[src/hw/rtl/salcmc_pkg.sv]
// Shared constants, payload types and control structs for the LRU cache tag block.
package salcmc_pkg;

	localparam int LINE_SIZE  = 64;
	localparam int NUM_SETS   = 8;
	localparam int ADDR_BITS  = 32;
	localparam int WAYS_DEF   = 4;

	localparam int ADDR_W     = 32;
	localparam int EFF_ADDR_W = (ADDR_BITS < ADDR_W) ? ADDR_BITS : ADDR_W;
	localparam int OFF_W      = $clog2(LINE_SIZE);
	localparam int SET_W      = $clog2(NUM_SETS);
	localparam int TAG_W      = EFF_ADDR_W - OFF_W - SET_W;
	localparam int COUNT_W    = 32;
	localparam int WAY_OUT_W  = 2;

	typedef struct packed {
		logic              mode;
		logic [ADDR_W-1:0] address;
	} req_t;

	typedef struct packed {
		logic                 hit;
		logic                 evicted;
		logic [WAY_OUT_W-1:0] way_used;
		logic [COUNT_W-1:0]   miss_count;
	} rsp_t;

	typedef struct packed {
		logic rd_en;
		logic commit;
	} cmd_t;

endpackage

[src/hw/rtl/set_assoc_lru_cache_miss_counter.sv]
// On acceptance a request beat's set row and fields are registered; its result beat is
// registered in the output register at the commit, delayed only while the previous result
// still waits untaken. A new request is taken only once the previous one has committed.
// A request may be accepted while the previous result still waits in the output register.
// Reset clears the valid bits, the miss counter and the controller at once; the tag and
// rank rows are not cleared, since a way is only trusted once its valid bit is set.
module set_assoc_lru_cache_miss_counter import salcmc_pkg::*; #(
	parameter int WAYS = WAYS_DEF
) (
	input  logic clk,
	input  logic arst_n,
	input  logic req_valid,
	output logic req_ready,
	input  req_t req,
	output logic rsp_valid,
	input  logic rsp_ready,
	output rsp_t rsp
);

	// The controller only sequences: it issues the row read when a request beat is
	// taken and the commit once the output register can take the result.
	cmd_t cmd;

	salcmc_ctrl u_ctrl (
		.clk       (clk),
		.arst_n    (arst_n),
		.req_valid (req_valid),
		.req_ready (req_ready),
		.rsp_valid (rsp_valid),
		.rsp_ready (rsp_ready),
		.cmd       (cmd)
	);

	// The datapath holds the set rows, the valid bits, the saturating miss counter
	// and the registered result beat. A clear request drops every valid bit and the
	// counter in the same commit that produces its all-zero result.
	salcmc_dp #(
		.WAYS (WAYS)
	) u_dp (
		.clk    (clk),
		.arst_n (arst_n),
		.cmd    (cmd),
		.req    (req),
		.rsp    (rsp)
	);

endmodule

[src/hw/rtl/salcmc_ctrl.sv]
// Controller state machine: accepts a request beat, sequences the lookup and the result beat.
module salcmc_ctrl import salcmc_pkg::*; (
	input  logic clk,
	input  logic arst_n,
	input  logic req_valid,
	output logic req_ready,
	output logic rsp_valid,
	input  logic rsp_ready,
	output cmd_t cmd
);

	typedef enum logic {
		ST_IDLE,
		ST_UPDATE
	} state_t;

	state_t state_q;
	logic   rsp_valid_q;

	always_comb begin
		req_ready  = (state_q == ST_IDLE);
		cmd.rd_en  = req_valid && (state_q == ST_IDLE);
		cmd.commit = (state_q == ST_UPDATE) && (!rsp_valid_q || rsp_ready);
	end

	assign rsp_valid = rsp_valid_q;

	always_ff @(posedge clk or negedge arst_n) begin
		if (!arst_n) begin
			state_q     <= ST_IDLE;
			rsp_valid_q <= 1'b0;
		end else begin
			unique case (state_q)
				ST_IDLE: begin
					if (req_valid) begin
						state_q <= ST_UPDATE;
					end
				end
				ST_UPDATE: begin
					if (cmd.commit) begin
						state_q <= ST_IDLE;
					end
				end
				default: begin
					state_q <= ST_IDLE;
				end
			endcase
			if (cmd.commit) begin
				rsp_valid_q <= 1'b1;
			end else if (rsp_ready) begin
				rsp_valid_q <= 1'b0;
			end
		end
	end

endmodule

[src/hw/rtl/salcmc_dp.sv]
// Datapath: tag and rank row memories, valid bits, hit and victim selection, miss counter.
module salcmc_dp import salcmc_pkg::*; #(
	parameter int WAYS = WAYS_DEF
) (
	input  logic clk,
	input  logic arst_n,
	input  cmd_t cmd,
	input  req_t req,
	output rsp_t rsp
);

	localparam int WIDX = (WAYS > 1) ? $clog2(WAYS) : 1;

	typedef logic [WAYS-1:0][TAG_W-1:0] tag_row_t;
	typedef logic [WAYS-1:0][WIDX-1:0]  rank_row_t;

	// One row per set, read at the request's set, written back at the end.
	tag_row_t  tag_mem  [NUM_SETS];
	rank_row_t rank_mem [NUM_SETS];

	tag_row_t  tag_rd_q;
	rank_row_t rank_rd_q;
	logic                 mode_q;
	logic [SET_W-1:0]     set_q;
	logic [TAG_W-1:0]     tag_q;
	logic [NUM_SETS-1:0][WAYS-1:0] valid_q;
	logic [COUNT_W-1:0]   miss_q;
	rsp_t                 rsp_q;

	logic [SET_W-1:0]  req_set;
	logic [TAG_W-1:0]  req_tag;
	logic [WAYS-1:0]   row_valid;
	logic              found;
	logic              have_free;
	logic              evict;
	logic [WIDX-1:0]   hit_way;
	logic [WIDX-1:0]   free_way;
	logic [WIDX-1:0]   old_way;
	logic [WIDX-1:0]   pick;
	logic [WIDX:0]     old_rank;
	logic [WIDX+1:0]   pick_ext;
	tag_row_t          new_tags;
	rank_row_t         new_ranks;
	logic [COUNT_W-1:0] miss_next;

	assign req_set   = req.address[OFF_W +: SET_W];
	assign req_tag   = req.address[OFF_W + SET_W +: TAG_W];
	assign row_valid = valid_q[set_q];

	// Lowest-numbered hit, lowest-numbered free way, and the oldest way.
	always_comb begin
		found     = 1'b0;
		have_free = 1'b0;
		hit_way   = '0;
		free_way  = '0;
		old_way   = '0;
		for (int w = WAYS - 1; w >= 0; w--) begin
			if (row_valid[w] && (tag_rd_q[w] == tag_q)) begin
				found   = 1'b1;
				hit_way = WIDX'(w);
			end
			if (!row_valid[w]) begin
				have_free = 1'b1;
				free_way  = WIDX'(w);
			end
			if (rank_rd_q[w] == WIDX'(WAYS - 1)) begin
				old_way = WIDX'(w);
			end
		end
	end

	always_comb begin
		evict = !found && !have_free;
		priority if (found) begin
			pick = hit_way;
		end else if (have_free) begin
			pick = free_way;
		end else begin
			pick = old_way;
		end
		// A freshly filled way ages every valid way.
		if (found || evict) begin
			old_rank = {1'b0, rank_rd_q[pick]};
		end else begin
			old_rank = (WIDX + 1)'(WAYS);
		end
		new_tags       = tag_rd_q;
		new_tags[pick] = tag_q;
		for (int k = 0; k < WAYS; k++) begin
			if (WIDX'(k) == pick) begin
				new_ranks[k] = '0;
			end else if (row_valid[k] && ({1'b0, rank_rd_q[k]} < old_rank)) begin
				new_ranks[k] = rank_rd_q[k] + WIDX'(1);
			end else begin
				new_ranks[k] = rank_rd_q[k];
			end
		end
		pick_ext  = (WIDX + 2)'(pick);
		miss_next = (miss_q == '1) ? miss_q : miss_q + COUNT_W'(1);
	end

	always_ff @(posedge clk) begin
		if (cmd.rd_en) begin
			tag_rd_q  <= tag_mem[req_set];
			rank_rd_q <= rank_mem[req_set];
			mode_q    <= req.mode;
			set_q     <= req_set;
			tag_q     <= req_tag;
		end
		if (cmd.commit && !mode_q) begin
			tag_mem[set_q]  <= new_tags;
			rank_mem[set_q] <= new_ranks;
		end
	end

	always_ff @(posedge clk) begin
		if (cmd.commit) begin
			if (mode_q) begin
				rsp_q <= '0;
			end else begin
				rsp_q.hit        <= found;
				rsp_q.evicted    <= evict;
				rsp_q.way_used   <= pick_ext[WAY_OUT_W-1:0];
				rsp_q.miss_count <= found ? miss_q : miss_next;
			end
		end
	end

	always_ff @(posedge clk or negedge arst_n) begin
		if (!arst_n) begin
			valid_q <= '0;
			miss_q  <= '0;
		end else if (cmd.commit) begin
			if (mode_q) begin
				valid_q <= '0;
				miss_q  <= '0;
			end else begin
				valid_q[set_q][pick] <= 1'b1;
				if (!found) begin
					miss_q <= miss_next;
				end
			end
		end
	end

	assign rsp = rsp_q;

endmodule

[config.mk]
export PLATFORM = sky130hd
export DESIGN_NAME = set_assoc_lru_cache_miss_counter
export DESIGN_NICKNAME = d
export VERILOG_FILES = /design/src/hw/rtl/salcmc_pkg.sv /design/src/hw/rtl/set_assoc_lru_cache_miss_counter.sv /design/src/hw/rtl/salcmc_ctrl.sv /design/src/hw/rtl/salcmc_dp.sv
export SDC_FILE = /design/constraint.sdc
export NUM_CORES = 1
export LEC_CHECK = 0
export BUFFER_PORTS_ARGS = -buffer_cell sky130_fd_sc_hd__buf_4
export CAP_MARGIN = 20
export CORE_MARGIN = 4
export CORE_UTILIZATION = 30
export DETAILED_ROUTE_END_ITERATION = 12
export PLACE_DENSITY = 0.53
export REMOVE_ABC_BUFFERS = 1
export SLEW_MARGIN = 20
export SYNTH_ARGS = -nofsm -noshare
export SYNTH_HDL_FRONTEND = slang
export SYNTH_SLANG_ARGS = --single-unit
[constraint.sdc]
create_clock -name clk -period 23.1 [get_ports clk]
set_input_delay 2.31 -clock clk [delete_from_list [all_inputs] [get_ports clk]]
set_output_delay 2.31 -clock clk [all_outputs]
set_load 0.02 [all_outputs]
# Word level (Yosys, flattened, before mapping)
# Memory sizes are Yosys's and may differ from the RTL's. A register that Yosys moved wholly into a read port is not among the register bits.
# Index checks and enable logic that the tools add are counted.
# word_totals
ff_bits,129
elab_cells,122
ram_bits,800
n_memories,2
rom_bits,0
latchBits,0
# classes
n_mul,0
n_mux,53
n_div,0
n_bitwise,2
magnitude_cmp,8
n_addsub,5
n_eq_ne,12
n_reduce_logical,22
shifts,0
# mem_list
name,depth,word_bits,read_ports,rd_ports_with_merged_regs,wr,line_no,text
u_dp.tag_mem,8,92,1,1,1,salcmc_dp.sv:18,tag_row_t tag_mem [NUM_SETS];
u_dp.rank_mem,8,8,1,1,1,salcmc_dp.sv:19,rank_row_t rank_mem [NUM_SETS];
# op_table
cell,count
two-way mux 32 bit,4
bitwise mux 92 bit,1
== test 23 bit,4
demux 23 bit (select 2 bit),1
two-way mux 2 bit,23
"adder 32 x 1 -> 32 bit, second input constant",1
"== test 32 bit, second input constant",1
bitwise OR 32 bit,1
two-way mux 23 bit,1
two-way mux 1 bit,15
logical AND 1 bit,14
binary-select mux 4 bit (select 3 bit),1
demux 4 bit (select 3 bit),1
< comparator 2 x 3 -> 1 bit,4
"adder 2 x 1 -> 2 bit, second input constant",4
"== test 2 bit, second input constant",4
two-way mux 4 bit,2
binary-select mux 2 bit (select 2 bit),1
"== test 2 bit, first input constant",2
logical NOT 1 bit,4
"< comparator 3 x 4 -> 1 bit, second input constant",1
"greater-or-equal comparator 3 x 1 -> 1 bit, second input constant",1
"< comparator 2 x 3 -> 1 bit, second input constant",1
two-way mux 3 bit,1
8 further kinds,9

# Logic depth before layout (Yosys ltp)
# depth
ltp_word,16
ltp_mapped,17
ltp_nobuf,15

# Cells and area by module
# A second synthesis with hierarchy kept.
# hier_totals
cells_unflattened,2101
hier_area_um2,41770.1
# by_module_without_submodules
mod,n_inst,cells_per_inst,area_per_inst_um2
salcmc_dp,1,2093,41676.2
salcmc_ctrl,1,8,93.8

# Worst setup path before layout
# No wires, ideal clock.
# synth_path
path_type,input port to flip-flop
from,input port rsp_ready
to,register u_dp.valid_q[16] in the netlist's numbering
arrival_ns,10.514
stages,6
required_ns,23.009
setup_slack_ns,12.495
path_cell_list,nand2b_1 nand2_1 nor2_1 nand2_1 nor3_1 a22o_1
# synth_via
elab_chain_cells,2
# synth_lines
element,line_no,text
start: declaration,set_assoc_lru_cache_miss_counter.sv:16,"input logic rsp_ready,"
logical OR 1 bit,salcmc_ctrl.sv:23,cmd.commit = (state_q == ST_UPDATE) && (!rsp_valid_q || rsp_ready);
logical AND 1 bit,salcmc_ctrl.sv:23,
end signal: assignment,salcmc_dp.sv:131,valid_q <= '0;
end signal: assignment,salcmc_dp.sv:135,valid_q <= '0;
end signal: indexed assignment,salcmc_dp.sv:138,valid_q[set_q][pick] <= 1'b1;
end: declaration,salcmc_dp.sv:26,logic [NUM_SETS-1:0][WAYS-1:0] valid_q;
# Every way passes these cells.
# A chain may end at the register's enable or synchronous reset.

# Final worst setup path
# layout_path
from,input port rsp_ready
to,"memory u_dp.tag_mem[2][24] in the netlist's numbering, enable pin"
# layout_via
elab_chain_cells,5
# layout_lines
element,line_no,text
logical OR 1 bit,salcmc_ctrl.sv:23,
logical AND 1 bit,salcmc_ctrl.sv:23,
logical AND 1 bit,salcmc_dp.sv:110,if (cmd.commit && !mode_q) begin
two-way mux 1 bit,salcmc_dp.sv:110,
two-way mux 1 bit (implied by the code),salcmc_dp.sv:111,tag_mem[set_q] <= new_tags;
end: declaration,salcmc_dp.sv:18,
# Every way passes these cells.

==> flow_metrics.tcl <==
set metrics [dict create \
    tns_ns 0 \
    timing.critical_path.slowest_cell_delay_ns 0.92 \
    status "finished clean" \
    drtPass1Iterations 5 \
    endpoint_kind "register" \
    rsz0062_at_grt "false" \
    synth_edf_count 963 \
    synth_top_cell_area_share_pct 69.6 \
    ys_seq_elements 1029 \
    p_leak_uw 0.0153 \
    utilization_pct 34.7 \
    cts_tree "yes" \
    layout_setup_ws_ns 16.51 \
    drcViolationCount 0 \
    crit_fanout 62 \
    dieArea_um2 145000 \
    io_buffer_count 68 \
    postSynthAreaPerCell_um2 19.7 \
    grt_pass1_wl_mm 141 \
    multi_input_area_um2 10500 \
    cp_slowest_cell "clkinv_2" \
    r2r_start "u_dp.tag_q[1]" \
    die_h_um 380 \
    timing.fmax_ghz 0.152 \
    rr_endpoint "u_dp.rank_mem[5][3]" \
    period_share_pct 28.5 \
    die_w_um 380 \
    nNetsFinal 2238 \
    clock_skew_ns 0.0393 \
    hold_viol_final 0 \
    clk_latency_ns 0.70 \
    grt_overflow 0 \
    drv_slew 0 \
    htreeDepth 3 \
    vias 19900 \
    io-pin-count 75 \
    finalSetupViolCount 0 \
    finalWirelength_mm 94.0 \
    seq_area_frac_synth_pct 73.6 \
    ant_nets 0 \
    drtIter0Drc 1662 \
    final_area_um2 47600 \
    layout.cells.non_filler 4073 \
    drive_above_1_share_pct 29.7 \
    grt_start_max_net_pins 121 \
    syn_inst 2113 \
    cts_buffers 104 \
    cap_violations 0 \
    hp-start "u_dp.valid_q[31]" \
    worst_hold_path.endpoint "u_dp.valid_q[31]" \
    cp-start-kind "input pin" \
    globalplace.congestion 0.755 \
    ir_worst_vdd_uv 66.6 \
    synth_largest_area_cell "edfxtp_1" \
    worst-setup-path-type "in -> reg" \
    numPlacedInstances 3880 \
    coreArea_um2 137000 \
    hold_depth 2 \
    dp_slack_ns 15.51 \
    cts-root-buf "clkbuf_16" \
    grt_pass1_vias 21300 \
    p_per_area_nw_per_um2 100 \
    yosysWarnings 0 \
    yosysUniqueCellTypes 73 \
    slew_headroom_pct 27.6 \
    avgViaCountPerCell 4.90 \
    required_ns 23.41 \
    postCtsSetupBuffers 0 \
    initial_utilization_pct 30.2 \
    worstPathCellList "buf_4 -> nand2b_1 -> nand2_1 -> clkinv_2 -> nand2b_1 -> or3_1 -> inv_6 -> buf_4" \
    synthArstFlopShare_pct 6.41 \
    holdBufCountCts 0 \
    syn_to_final_growth_pct 14.7 \
    grtUsageTotal_pct 12.9 \
    wl_per_cell_um 23.1 \
    antenna_found_initial 3 \
    ff_latch_area_um2 30600 \
    core.rowCount 136 \
    placedInstanceArea_um2 44100 \
    synthTopCellsByArea "edfxtp_1 70%, mux4_2 11%, mux2_2 5.4%" \
    ff2ff_setup_slack_ns 17.72 \
    ys.flop_type "edfxtp_1" \
    worst_slew_pin_slew_ns 1.09 \
    hold_path_class "reg -> reg" \
    post-dp-hpwl_mm 46.9 \
    fillers 12800 \
    cts_resized 0 \
    synth_area_um2 41600 \
    fin_crit_ns 6.59 \
    clk_pin_slew_worst_paths_ns 0.06 \
    rr_worst_depth 13 \
    crit_path_start "rsp_ready" \
    crit_arrival_ns 6.90 \
    clockBufferDepth 3 \
    cts_sinks 1029 \
]
==> metrics by stage <==
step / hold WS [ns] / total power, uW
5_1_grt: 0.500 / 4980
3_3_place_gp: 0.466 / 3080
3_5_place_dp: 0.469 / 3110
2_1_floorplan: 0.442 / 2830
4_1_cts: 0.483 / 4840
6_report: 0.479 / 4780
==> placed cells by master (no fill, tap or decap), types with 4 or more instances in the layout <==
cell,instances
edfxtp_1,963
mux4_2,200
mux2_2,198
clkbuf_16,107
nand2_1,93
xor2_1,93
buf_4,87
dfrtp_1,66
nor2_1,61
o21ai_0,58
xnor2_1,30
clkbuf_1,26
clkinv_1,20
nand3_1,19
nor4_1,17
and3_1,17
o31ai_1,16
a22o_1,13
mux2i_1,12
clkinv_2,12
bufinv_16,12
nor3_1,9
nand4_1,9
ha_1,9
a31oi_1,8
nand2b_1,6
buf_12,5
nor2b_1,4
or3_1,4
a21oi_1,4
and2_1,4
inv_6,4
and4_1,4
a32o_1,4
clkbuf_8,4
==> layer usage <==
layer  part of all wire [%]  GRT usage, %  vias up
li1                       -             -     8692
met1                     45          18.0    10700
met2                     48          20.9      458
met3                    4.6          2.26      132
met4                    2.2          3.28        0
met5                      0             0        -
==> flip-flops by register name (all words and copies together), names as in the netlist, 8 cells and up <==
name,flops
u_dp.rank_mem,64
u_dp.tag_rd_q,92
u_dp.tag_mem,736
u_dp.tag_q,23
u_dp.valid_q,32
u_dp.rank_rd_q,8
u_dp.rsp,36
u_dp.miss_q,32
==> cell families (layout without fill, tap and decap cells) <==
family                     count (synthesis)  count (layout)  share of synthesized area (%)
adders and majority gates                  9               9                          0.271
buffers and inverters                    130             295                           1.36
other                                      0               1                              0
AOI/OAI and AO/OA                        130             130                           2.14
muxes                                    414             414                           16.7
DFF                                     1029            1029                           73.6
and+or+nand+nor                          278             278                           3.38
xor gates and xnor gates                 123             123                           2.59
==> cell usage after synthesis (6+ instances only) <==
cell type,count
dfrtp_1,66
a22o_1,13
nand3_1,19
a31oi_1,8
buf_2,8
and3_1,17
o31ai_1,16
xnor2_1,30
nand2_1,95
mux2_2,198
inv_1,8
xor2_1,93
nor4_1,18
ha_1,9
nor2_1,65
nor3_1,10
nand2b_1,6
buf_1,28
mux4_2,200
o21ai_0,59
clkbuf_1,76
nand4_1,9
edfxtp_1,963
mux2i_1,12
==> report_power, final <==
group	total, uW	internal [uW]	switching (uW)
sequential	2410	2330	76.7
combinational	656	218	438
clock	1720	1000	719
total	4780	3550	1230
==> worst max path at each step <==
stage / end / slack, ns / cells past startpoint
3_3_place_gp: u_dp.tag_mem[2][70] / 15.54 / 8
6_report: u_dp.tag_mem[2][24] / 16.51 / 8
5_1_grt: u_dp.tag_mem[0][70] / 16.15 / 9
2_1_floorplan: u_dp.valid_q[16] / 11.82 / 6
3_5_place_dp: u_dp.tag_mem[2][70] / 15.51 / 8
4_1_cts: u_dp.tag_mem[2][24] / 16.22 / 8
==> area by class of cell <==
class                   instances  area share (%)
flip-flops and latches       1029            64.2
multi-input cells             954            22.0
clock buffers                 137            5.94
well taps                    1794            4.71
repair buffers                 95            1.67
clock inverters                55            1.40
inverters                       8           0.118
diodes                          1         0.00525
==> worst max-delay path: cells and delay by family <==
kind | cells | cell delay, ns
and+or+nand+nor | 4 | 2.10
buffers and inverters | 4 | 2.37
Power figures use the tool's default switching activity.
